`src/design/pcc_pkg.sv`:
```
package pcc_pkg;

    // Channel widths and pipeline geometry
    localparam int unsigned PIX_W      = 8;
    localparam int unsigned CL_W       = 16;
    localparam int unsigned NUM_W      = 25;
    localparam int unsigned PROD_W     = 33;
    localparam int unsigned DIV_STAGES = 8;
    localparam int unsigned TINT_STAGES = 4;
    localparam int unsigned OVER_STAGES = 2;
    localparam int unsigned STAGES     = DIV_STAGES + TINT_STAGES + OVER_STAGES;

    // Channel positions inside a pixel
    localparam int unsigned CH_R = 0;
    localparam int unsigned CH_G = 1;
    localparam int unsigned CH_B = 2;
    localparam int unsigned CH_A = 3;

    // Colorize product at or above 256 * 128 * 255 saturates
    localparam logic [PROD_W-1:0] SAT_LIMIT = 33'd8355840;

    typedef enum logic [1:0] {
        MODE_COPY      = 2'd0,
        MODE_OVER      = 2'd1,
        MODE_TINT_COPY = 2'd2,
        MODE_TINT_OVER = 2'd3
    } mode_t;

    typedef enum logic [1:0] {
        CFG_MODE       = 2'd0,
        CFG_TINT_RED   = 2'd1,
        CFG_TINT_GREEN = 2'd2,
        CFG_TINT_BLUE  = 2'd3
    } cfg_index_t;

    typedef logic [3:0][PIX_W-1:0] pixel_t;

    typedef struct packed {
        pixel_t src;
        pixel_t dst;
    } pixel_pair_t;

    // Floor of x / 255 for x below 65280: estimate by x/256 * 257/256, fix once
    function automatic logic [PIX_W-1:0] div255(input logic [15:0] x);
        logic [16:0] sum;
        logic [8:0]  q0;
        logic [16:0] rem;
        sum = {1'b0, x} + {9'd0, x[15:8]};
        q0  = sum[16:8];
        rem = {1'b0, x} - ({q0, 8'd0} - {8'd0, q0});
        return (rem >= 17'd255) ? (q0[7:0] + 8'd1) : q0[7:0];
    endfunction

endpackage

```
`src/design/pcc_cl_divider.sv`:
```
module pcc_cl_divider (
    input  logic                                 clk,
    input  logic [pcc_pkg::DIV_STAGES-1:0]       en,
    input  logic [pcc_pkg::PIX_W-1:0]            red,
    input  logic [pcc_pkg::PIX_W-1:0]            alpha,
    output logic [pcc_pkg::CL_W-1:0]             cl
);

    typedef struct packed {
        logic [7:0]  rem;
        logic [15:0] dvd;
        logic [15:0] quo;
        logic [7:0]  dvs;
    } div_state_t;

    div_state_t st_reg  [pcc_pkg::DIV_STAGES];
    div_state_t st_next [pcc_pkg::DIV_STAGES];
    div_state_t st_init;

    // Two restoring quotient bits per stage
    function automatic div_state_t div_step(input div_state_t s);
        div_state_t t;
        logic [8:0] r9;
        t = s;
        for (int b = 0; b < 2; b++)
        begin
            r9    = {t.rem, t.dvd[15]};
            t.dvd = {t.dvd[14:0], 1'b0};
            if (r9 >= {1'b0, t.dvs})
            begin
                r9    = r9 - {1'b0, t.dvs};
                t.quo = {t.quo[14:0], 1'b1};
            end
            else
            begin
                t.quo = {t.quo[14:0], 1'b0};
            end
            t.rem = r9[7:0];
        end
        return t;
    endfunction

    // Dividend is red * 255
    always_comb
    begin
        st_init.rem = '0;
        st_init.dvd = {red, 8'd0} - {8'd0, red};
        st_init.quo = '0;
        st_init.dvs = alpha;
    end

    for (genvar k = 0; k < pcc_pkg::DIV_STAGES; k++)
    begin : g_stage
        if (k == 0)
        begin : g_first
            assign st_next[k] = div_step(st_init);
        end
        else
        begin : g_rest
            assign st_next[k] = div_step(st_reg[k-1]);
        end

        always_ff @(posedge clk)
        begin
            if (en[k])
            begin
                st_reg[k] <= st_next[k];
            end
        end
    end

    // Zero alpha gives zero luminance
    assign cl = (st_reg[pcc_pkg::DIV_STAGES-1].dvs == 8'd0) ? '0
                : st_reg[pcc_pkg::DIV_STAGES-1].quo;

endmodule

```
`src/design/pcc_tint_lane.sv`:
```
module pcc_tint_lane (
    input  logic                                 clk,
    input  logic [pcc_pkg::TINT_STAGES-1:0]      en,
    input  logic [pcc_pkg::PIX_W-1:0]            tint,
    input  logic [pcc_pkg::CL_W-1:0]             cl,
    input  logic [pcc_pkg::PIX_W-1:0]            alpha,
    output logic [pcc_pkg::PIX_W-1:0]            color
);

    logic                         bright;
    logic [7:0]                   mul_a;
    logic [15:0]                  mul_b;
    logic [23:0]                  mul_p;
    logic [pcc_pkg::NUM_W-1:0]    num_next;
    logic [pcc_pkg::NUM_W-1:0]    num_reg;
    logic [7:0]                   alpha_reg;
    logic [pcc_pkg::PROD_W-1:0]   prod_next;
    logic [pcc_pkg::PROD_W-1:0]   prod_reg;
    logic                         sat_reg;
    logic [15:0]                  x_reg;
    logic [7:0]                   color_reg;

    // Pick bright or dark curve and form the numerator
    always_comb
    begin
        bright   = (cl > 16'd128);
        mul_a    = bright ? (8'd255 - tint) : tint;
        mul_b    = bright ? (cl - 16'd128) : cl;
        mul_p    = {16'd0, mul_a} * {8'd0, mul_b};
        num_next = {1'b0, mul_p} + (bright ? {10'd0, tint, 7'd0} : '0);
    end

    // Scale by alpha
    assign prod_next = {8'd0, num_reg} * {25'd0, alpha_reg};

    always_ff @(posedge clk)
    begin
        if (en[0])
        begin
            num_reg   <= num_next;
            alpha_reg <= alpha;
        end
        if (en[1])
        begin
            prod_reg <= prod_next;
        end
        // Split off saturation, drop the divide by 128
        if (en[2])
        begin
            sat_reg <= (prod_reg >= pcc_pkg::SAT_LIMIT);
            x_reg   <= prod_reg[22:7];
        end
        if (en[3])
        begin
            color_reg <= sat_reg ? 8'hFF : pcc_pkg::div255(x_reg);
        end
    end

    assign color = color_reg;

endmodule

```
`src/design/pcc_over_lane.sv`:
```
module pcc_over_lane (
    input  logic                                 clk,
    input  logic [pcc_pkg::OVER_STAGES-1:0]      en,
    input  logic                                 blend,
    input  logic [pcc_pkg::PIX_W-1:0]            src,
    input  logic [pcc_pkg::PIX_W-1:0]            alpha,
    input  logic [pcc_pkg::PIX_W-1:0]            dst,
    output logic [pcc_pkg::PIX_W-1:0]            pix
);

    logic [7:0]  s_reg;
    logic        blend_reg;
    logic [15:0] prod_next;
    logic [15:0] prod_reg;
    logic [7:0]  q;
    logic [8:0]  sum;
    logic [7:0]  pix_next;
    logic [7:0]  pix_reg;

    // Weight the destination by the uncovered fraction
    assign prod_next = {8'd0, 8'd255 - alpha} * {8'd0, dst};

    // Add and saturate, or pass the source through
    always_comb
    begin
        q        = pcc_pkg::div255(prod_reg);
        sum      = {1'b0, s_reg} + {1'b0, q};
        pix_next = blend_reg ? (sum[8] ? 8'hFF : sum[7:0]) : s_reg;
    end

    always_ff @(posedge clk)
    begin
        if (en[0])
        begin
            s_reg     <= src;
            blend_reg <= blend;
            prod_reg  <= prod_next;
        end
        if (en[1])
        begin
            pix_reg <= pix_next;
        end
    end

    assign pix = pix_reg;

endmodule

```
`src/design/premultiplied_pixel_compositor_unit.sv`:
```
// An accepted input word passes the divider, colorize and over stages to its
// output word. Unless the output stalls, the 8-stage luminance divider, the
// 4-stage colorize lanes and 2-stage over lanes take a new word every cycle.
// A stalled output holds only the stages that are full; bubbles still collapse.
// Reset clears all stage valids, sets mode to blend over and the tint to black.
module premultiplied_pixel_compositor_unit (
    input  logic        clk,
    input  logic        rst_n,
    input  logic        cfg_write,
    input  logic [1:0]  cfg_index,
    input  logic [7:0]  cfg_data,
    input  logic        in_valid,
    output logic        in_stall,
    input  logic [7:0]  src_red,
    input  logic [7:0]  src_green,
    input  logic [7:0]  src_blue,
    input  logic [7:0]  src_alpha,
    input  logic [7:0]  dst_red,
    input  logic [7:0]  dst_green,
    input  logic [7:0]  dst_blue,
    input  logic [7:0]  dst_alpha,
    output logic        out_valid,
    input  logic        out_stall,
    output logic [7:0]  out_red,
    output logic [7:0]  out_green,
    output logic [7:0]  out_blue,
    output logic [7:0]  out_alpha
);

    localparam int unsigned STAGES = pcc_pkg::STAGES;
    localparam int unsigned SIDE_N = pcc_pkg::DIV_STAGES + pcc_pkg::TINT_STAGES;
    localparam int unsigned TINT_LO = pcc_pkg::DIV_STAGES;
    localparam int unsigned OVER_LO = SIDE_N;

    pcc_pkg::mode_t              mode_reg;
    logic [7:0]                  tint_reg [3];

    logic [STAGES-1:0]           v_reg;
    logic [STAGES-1:0]           v_next;
    logic [STAGES-1:0]           ready;
    logic [STAGES-1:0]           en;

    pcc_pkg::pixel_pair_t        in_pair;
    pcc_pkg::pixel_pair_t        side_reg [SIDE_N];

    logic [pcc_pkg::CL_W-1:0]    cl;
    pcc_pkg::pixel_t             tint_pix;
    pcc_pkg::pixel_t             col_pix;
    pcc_pkg::pixel_t             out_pix;

    // Configuration writes
    always_ff @(posedge clk or negedge rst_n)
    begin
        if (!rst_n)
        begin
            mode_reg    <= pcc_pkg::MODE_OVER;
            tint_reg[0] <= '0;
            tint_reg[1] <= '0;
            tint_reg[2] <= '0;
        end
        else if (cfg_write)
        begin
            case (pcc_pkg::cfg_index_t'(cfg_index))
                pcc_pkg::CFG_MODE:       mode_reg    <= pcc_pkg::mode_t'(cfg_data[1:0]);
                pcc_pkg::CFG_TINT_RED:   tint_reg[0] <= cfg_data;
                pcc_pkg::CFG_TINT_GREEN: tint_reg[1] <= cfg_data;
                pcc_pkg::CFG_TINT_BLUE:  tint_reg[2] <= cfg_data;
                default:                 mode_reg    <= mode_reg;
            endcase
        end
    end

    // Elastic pipeline control: a stage advances when it is empty or the next moves
    always_comb
    begin
        ready[STAGES-1] = !v_reg[STAGES-1] || !out_stall;
        for (int k = STAGES - 2; k >= 0; k--)
        begin
            ready[k] = !v_reg[k] || ready[k+1];
        end
        for (int k = 0; k < STAGES; k++)
        begin
            if (k == 0)
            begin
                v_next[k] = ready[k] ? in_valid : v_reg[k];
                en[k]     = ready[k] && in_valid;
            end
            else
            begin
                v_next[k] = ready[k] ? v_reg[k-1] : v_reg[k];
                en[k]     = ready[k] && v_reg[k-1];
            end
        end
    end

    always_ff @(posedge clk or negedge rst_n)
    begin
        if (!rst_n)
        begin
            v_reg <= '0;
        end
        else
        begin
            v_reg <= v_next;
        end
    end

    assign in_stall  = !ready[0];
    assign out_valid = v_reg[STAGES-1];

    // Gather input word
    always_comb
    begin
        in_pair.src[pcc_pkg::CH_R] = src_red;
        in_pair.src[pcc_pkg::CH_G] = src_green;
        in_pair.src[pcc_pkg::CH_B] = src_blue;
        in_pair.src[pcc_pkg::CH_A] = src_alpha;
        in_pair.dst[pcc_pkg::CH_R] = dst_red;
        in_pair.dst[pcc_pkg::CH_G] = dst_green;
        in_pair.dst[pcc_pkg::CH_B] = dst_blue;
        in_pair.dst[pcc_pkg::CH_A] = dst_alpha;
    end

    // Carry the raw pixels alongside the divider and tint lanes
    for (genvar k = 0; k < SIDE_N; k++)
    begin : g_side
        if (k == 0)
        begin : g_first
            always_ff @(posedge clk)
            begin
                if (en[k])
                begin
                    side_reg[k] <= in_pair;
                end
            end
        end
        else
        begin : g_rest
            always_ff @(posedge clk)
            begin
                if (en[k])
                begin
                    side_reg[k] <= side_reg[k-1];
                end
            end
        end
    end

    // Luminance cl = red * 255 / alpha
    pcc_cl_divider u_div (
        .clk   (clk),
        .en    (en[pcc_pkg::DIV_STAGES-1:0]),
        .red   (src_red),
        .alpha (src_alpha),
        .cl    (cl)
    );

    // One colorize lane per color channel
    for (genvar c = 0; c < 3; c++)
    begin : g_tint
        pcc_tint_lane u_lane (
            .clk   (clk),
            .en    (en[TINT_LO +: pcc_pkg::TINT_STAGES]),
            .tint  (tint_reg[c]),
            .cl    (cl),
            .alpha (side_reg[TINT_LO-1].src[pcc_pkg::CH_A]),
            .color (tint_pix[c])
        );
    end
    assign tint_pix[pcc_pkg::CH_A] = side_reg[SIDE_N-1].src[pcc_pkg::CH_A];

    // Merge: colorized or raw source; alpha always stays source alpha
    always_comb
    begin
        for (int c = 0; c < 4; c++)
        begin
            col_pix[c] = mode_reg[1] ? tint_pix[c] : side_reg[SIDE_N-1].src[c];
        end
    end

    // One over lane per channel
    for (genvar c = 0; c < 4; c++)
    begin : g_over
        pcc_over_lane u_lane (
            .clk   (clk),
            .en    (en[OVER_LO +: pcc_pkg::OVER_STAGES]),
            .blend (mode_reg[0]),
            .src   (col_pix[c]),
            .alpha (side_reg[SIDE_N-1].src[pcc_pkg::CH_A]),
            .dst   (side_reg[SIDE_N-1].dst[c]),
            .pix   (out_pix[c])
        );
    end

    assign out_red   = out_pix[pcc_pkg::CH_R];
    assign out_green = out_pix[pcc_pkg::CH_G];
    assign out_blue  = out_pix[pcc_pkg::CH_B];
    assign out_alpha = out_pix[pcc_pkg::CH_A];

    // An accepted word lands in the first stage
    assert property (@(posedge clk) disable iff (!rst_n)
        in_valid && !in_stall |=> v_reg[0])
    else $error("accepted word did not enter first stage");

    // A full last divider stage that cannot move keeps its word
    assert property (@(posedge clk) disable iff (!rst_n)
        v_reg[TINT_LO-1] && !ready[TINT_LO] |=> v_reg[TINT_LO-1])
    else $error("word dropped at divider output");

    // An empty output stage means the whole pipe can take a word
    assert property (@(posedge clk) disable iff (!rst_n)
        !v_reg[STAGES-1] |-> !in_stall)
    else $error("input stalled with empty output stage");

endmodule

```
`config.mk`:
```
export PLATFORM = sky130hd
export DESIGN_NAME = premultiplied_pixel_compositor_unit
export DESIGN_NICKNAME = d
export VERILOG_FILES = /design/src/design/pcc_pkg.sv /design/src/design/pcc_cl_divider.sv /design/src/design/pcc_tint_lane.sv /design/src/design/pcc_over_lane.sv /design/src/design/premultiplied_pixel_compositor_unit.sv
export SDC_FILE = /design/constraint.sdc
export NUM_CORES = 2
export LEC_CHECK = 0
export ABC_AREA = 0
export BUFFER_PORTS_ARGS = -buffer_cell sky130_fd_sc_hd__buf_2
export CORE_ASPECT_RATIO = 0.6
export CORE_UTILIZATION = 46
export CTS_CLUSTER_SIZE = 40
export DETAILED_ROUTE_END_ITERATION = 7
export SLEW_MARGIN = 25
export SYNTH_ARGS = -nofsm -noshare
export SYNTH_HDL_FRONTEND = slang
export SYNTH_HIERARCHICAL = 1
export SYNTH_SLANG_ARGS = --single-unit
export TNS_END_PERCENT = 100
```
`constraint.sdc`:
```
create_clock -name clk -period 27.6 [get_ports clk]
set_clock_uncertainty 0.2 [all_clocks]
set_input_delay 2.76 -clock clk [delete_from_list [all_inputs] [get_ports clk]]
set_output_delay 2.76 -clock clk [all_outputs]
set_load 0.01 [all_outputs]
```
Word-level counts from Yosys, hierarchy flattened:

Memories as Yosys holds them, arrays and structs flattened.
Cells that the tools add are included.

* RAM bits: 1136
* input port bits: 79
* register bits after elaboration: 426
* memories: 2
* word-level logic and storage cells: 278
* output and inout bits: 34

* order comparisons: 27
* reduce and logical (&&, ||, !) cells: 50
* $mul: 10
* muxes and demuxes: 82
* eq/ne operators: 3
* add/subtract/negate cells: 57

Memories
* side_reg: words 12, width 64, read ports 12, clocked after Yosys merged registers in 0, write ports 12, RTL line premultiplied_pixel_compositor_unit.sv:44 `pcc_pkg::pixel_pair_t side_reg [SIDE_N];`
* u_div.st_reg: words 8, width 46, read ports 8, clocked after Yosys merged registers in 0, write ports 8, RTL line pcc_cl_divider.sv:16 `div_state_t st_reg [pcc_pkg::DIV_STAGES];`

Operators by type and width (count)
* 8-bit two-way mux: 37
* 9-bit by 8-bit >= comparator with 1-bit output: 15
* 8-bit subtractor: 15
* 16-bit by 8-bit adder with 17-bit output: 7
* 17-bit by 8-bit >= comparator with 1-bit output, second input constant: 7
* 16-bit by 17-bit subtractor with 17-bit output: 7
* 17-bit by 9-bit subtractor with 17-bit output: 7
* 33-bit by 23-bit >= comparator with 1-bit output, second input constant: 3
* 25-bit by 8-bit multiplier with 33-bit output: 3
* 24-bit by 25-bit adder with 25-bit output: 3
* 8-bit by 16-bit multiplier with 24-bit output: 3
* 8-bit by 8-bit multiplier with 16-bit output: 4
* 8-bit by 1-bit adder with 8-bit output, second input constant: 7
* 15-bit two-way mux: 3
* 1-bit two-way mux: 40
* 8-bit by 8-bit adder with 9-bit output: 4
* 16-bit two-way mux: 2
* 8-bit subtractor, first input constant: 4
* 16-bit by 8-bit greater-than comparator with 1-bit output, second input constant: 1
* 1-bit logical NOT: 16
* 16-bit by 8-bit subtractor with 16-bit output: 1
* 16-bit by 8-bit subtractor with 16-bit output, second input constant: 1
* 1-bit logical AND: 14
* 1-bit logical OR: 14
* 7 further kinds: 11

Longest topological paths before layout:

* word-level depth: 18
* gate-level depth with buffers: 35

Cells and area by module:

Netlist, hierarchy kept.

Modules (own cells, without submodules)
* premultiplied_pixel_compositor_unit: instances 1, area an instance 24971.4 µm², seq. area each 24064.3 µm², cells an instance 911
* pcc_over_lane (g_over[1].u_lane ...): instances 3, area an instance 5017.3 µm², seq. area each 991.0 µm², cells an instance 541
* pcc_tint_lane (g_tint[0].u_lane): instances 1, area an instance 14690.3 µm², seq. area each 2522.4 µm², cells an instance 1533
* pcc_tint_lane (g_tint[1].u_lane): instances 1, area an instance 14686.6 µm², seq. area each 2522.4 µm², cells an instance 1533
* pcc_tint_lane (g_tint[2].u_lane): instances 1, area an instance 14564.0 µm², seq. area each 2522.4 µm², cells an instance 1517
* pcc_cl_divider: instances 1, area an instance 14052.2 µm², seq. area each 7447.1 µm², cells an instance 1155
* pcc_over_lane (g_over[0].u_lane): instances 1, area an instance 5063.6 µm², seq. area each 991.0 µm², cells an instance 540

Least setup slack after synthesis:

OpenSTA, ideal clock, no wires.

* path kind: input port to flip-flop
* from: input out_stall
* to: register g_tint[0].u_lane/prod_reg[10] in the netlist's numbering, enable pin
* setup time: 0.861 ns
* arrival: 13.237 ns
* path slack: 13.302 ns
* path buffers: 0
* stages on the path: 3
* data required time: 26.539 ns
* cells stage by stage: nand4_1 > nor2_1 > a21boi_0

* word-level cells in the longest chain between the ends: 7

RTL lines
* start: declaration: RTL line premultiplied_pixel_compositor_unit.sv:23 `input logic out_stall,`
* 1-bit logical NOT: RTL line premultiplied_pixel_compositor_unit.sv:76 `ready[STAGES-1] = !v_reg[STAGES-1] || !out_stall;`
* 1-bit logical OR: RTL line premultiplied_pixel_compositor_unit.sv:76
* 1-bit logical OR (4 in a row): RTL line premultiplied_pixel_compositor_unit.sv:79 `ready[k] = !v_reg[k] || ready[k+1];`
* 1-bit logical AND: RTL line premultiplied_pixel_compositor_unit.sv:91 `en[k] = ready[k] && v_reg[k-1];`
* via en[9]: RTL line premultiplied_pixel_compositor_unit.sv:41 `logic [STAGES-1:0] en;`
* end signal: assignment: RTL line pcc_tint_lane.sv:45 `prod_reg <= prod_next;`
* end: declaration: RTL line pcc_tint_lane.sv:18 `logic [pcc_pkg::PROD_W-1:0] prod_reg;`

The timed path passes the listed nets, and every way through them passes these cells.
A chain may end at the register's enable or synchronous reset.

==> run_results.csv <==
group,metric,value,unit
logic_synthesis,async_flop_share,2.778,%
setup_path,critPathMostFrequentCell,"nand2_1",
final_layout,final_cell_mix,"1400 x edfxtp_1, 1348 x inv_1, 904 x ha_1",
timing,slew_headroom,25.06,%
clock_tree,clk_latency,0.81,ns
setup_path,startpoint_type,"flop",
timing,rsz0062_at_grt,"no",
clock_tree,cts-hold-fix-buffers,0,
final_layout,final_nets,10830,
final_layout,layout_commonest_cell,"edfxtp_1",
min_path,hold_start,"side_reg[3][63]$_DFFE_PP_",
setup_path,cp_slowest_cell,"xor2_1",
timing,tightest_slew,1.116,ns
setup_path,r2r_end,"g_tint[1].u_lane/num_reg[24]$_DFFE_PP_",
clock_tree,cts_buffer_depth,4,
die,dieArea,226000,µm²
global_routing,grt_pass1_wl,365.8,mm
detailed_routing,viasPerCell,5.302,
setup_path,path_buf_inv,3,
logic_synthesis,synth_area,103100,µm²
die,fp.dieW,613.1,µm
timing,timing.setup.tns,0,ns
detailed_routing,wire_per_inst,18.86,µm
die,die_h,368.7,µm
placement,hpwl,173.6,mm
timing,slew_viol_final,0,
setup_path,startpoint,"u_div/st_reg[1][135]$_DFFE_PP_",
job,cap_violations,0,
setup_path,cp_top_family,"simple AND/OR/NAND/NOR gates",
timing,fmax,0.1111,GHz
min_path,hp-class,"reg -> reg",
final_layout,largest_register_ffs,768,
logic_synthesis,ys_seq_area_share,41.76,%
timing,fin_crit,8.998,ns
setup_path,crit_fanout,16,
global_routing,grt_max_degree,143,
timing,hold_violations,0,
die,coreArea,222500,µm²
min_path,min_to,"side_reg[4][63]$_DFFE_PP_",
die,ios,113,
logic_synthesis,synth_edf_count,1400,
setup_path,reg2reg_depth,27,
setup_path,cp.required,27.94,ns
die,initial_core_util,46.33,%
detailed_routing,first_pass_iters,6,
global_routing,gr-total-overflow,0,
detailed_routing,vias,64120,
clock_tree,cts_tree,"built",
detailed_routing,drt_first_iter_violations,4828,
setup_path,timing.rr.start,"u_div/st_reg[1][135]$_DFFE_PP_",
timing,setup_viol,0,
setup_path,endpoint_kind,"flop",
placement,portBuffers,112,
detailed_routing,wl,228.1,mm
global_routing,grt_use_total,20.42,%
clock_tree,clock-sinks,1440,
logic_synthesis,synth_cells,8812,
final_layout,multiInputGateArea,54530,µm²
final_layout,drive_gt1_share,6.586,%
logic_synthesis,synth.avg_cell_area,11.70,µm²
logic_synthesis,synth_cell_types,118,
run_status,status,"completed",
clock_tree,cts_setup_buffers,0,
clock_tree,cts_buffers,150,
final_layout,areaGrowthSynthToFinish,8.586,%
logic_synthesis,synthFlopType,"edfxtp_1",
detailed_routing,final_antenna_net_count,0,
final_layout,nFillCells,19630,
min_path,holdPathStages,0,
final_layout,seqCellArea,43040,µm²
timing,fin_crit_sh,32.60,%
setup_path,max_stage_delay,0.82,ns
logic_synthesis,synth_nets,10650,
logic_synthesis,synth_warnings,6,
logic_synthesis,ys_ff_latch,1440,
clock_tree,htree_num_levels,4,
clock_tree,clkTransAtPathRegs,0.09,ns
setup_path,crit_type,"reg -> reg",
global_routing,first_global_vias,64770,
clock_tree,postCtsResizedCells,0,
detailed_routing,post-route-drc-count,0,
clock_tree,cts_root_buffer,"clkbuf_16",
die,row_count,134,
setup_path,worst-endpoint-arrival,9.34,ns
placement,gp_congestion,0.8738,
setup_path,reg2reg_slack,18.60,ns
global_routing,antenna_found_initial,10,
[synthesized netlist by cell type (all sizes together) (22+ instances only)]
master | instances | area [µm²]
nand2 | 616 | 2312
or2 | 24 | 150.1
nand3 | 106 | 543.0
nor2b | 273 | 1715
mux2 | 114 | 1303
nor4 | 22 | 167.7
o21a | 70 | 525.5
inv | 1352 | 5075
buf | 28 | 192.7
a21o | 120 | 900.9
nand4 | 77 | 503.0
nor3 | 112 | 565.5
o211ai | 23 | 177.7
dfrtp | 39 | 975.9
a211oi | 51 | 392.9
fa | 855 | 17120
o22a | 28 | 245.2
a21boi | 32 | 240.2
xnor2 | 299 | 2619
ha | 904 | 11310
nand2b | 213 | 1333
o31ai | 24 | 185.2
o21bai | 51 | 382.9
or3 | 26 | 167.7
a21oi | 278 | 1433
xor2 | 93 | 814.5
nor2 | 299 | 1127
and3 | 49 | 307.8
mux2i | 33 | 330.3
a31oi | 38 | 244.0
clkbuf | 101 | 379.1
and2 | 551 | 3450
edfxtp | 1400 | 42040
a2111oi | 22 | 274.0
o21ai | 230 | 1162
[how the worst max path moves through the flow]
stage	slack, ns	to	cells after the start
floorplan	13.30	g_tint[0].u_lane/prod_reg[10]$_DFFE_PP_	3
global placement	18.87	g_tint[1].u_lane/num_reg[24]$_DFFE_PP_	27
detailed placement	18.73	g_tint[0].u_lane/num_reg[24]$_DFFE_PP_	25
CTS	18.68	g_tint[0].u_lane/num_reg[24]$_DFFE_PP_	25
global route	17.88	g_tint[2].u_lane/num_reg[24]$_DFFE_PP_	26
finish	18.60	g_tint[1].u_lane/num_reg[24]$_DFFE_PP_	27
[per-stage QoR]
stage                     utilization, %  area, µm²  hold slack (ns)  setup WS, ns  cells
after floorplan                        -     103100           0.2003         13.30   8812
after global placement             48.18     107200           0.2010         18.87  11820
after detailed placement           48.19     107200           0.2045         18.73  11820
after CTS                          50.25     111800           0.1940         18.68  12080
after global routing               50.30     111900           0.1854         17.88  12090
final                              50.31     111900           0.1920         18.60  12090
[cell families after synthesis]
group / after synthesis / synth area share [%]
buffers and inverters: 1482 / 5.489
muxes: 147 / 1.584
adders and majority gates: 1759 / 27.58
AOI/OAI and AO/OA: 1128 / 7.488
xor gates and xnor gates: 392 / 3.331
DFF: 1440 / 41.76
and+or+nand+nor: 2464 / 12.77
[layer usage]
layer / vias up / GRT usage, % / part of all wire (%)
li1: 30330 / - / -
met1: 32170 / 33.16 / 52
met2: 1417 / 29.05 / 41
met3: 210 / 2.801 / 5.2
met4: 0 / 3.444 / 1.5
met5: - / 0 / 0
[cell type report]
cell class              count  share of cell area [%]
multi-input cells        5890                   48.72
flip-flops and latches   1440                   38.45
inverters                1352                   4.534
clock buffers             182                   3.536
well taps                2992                   3.345
repair buffers            156                  0.8406
clock inverters            75                  0.5623
diodes                      6                 0.01341
Power is left out: the tool's default activity adds up to more than one toggle a clock period on the data nets, which glitch-free logic cannot reach.
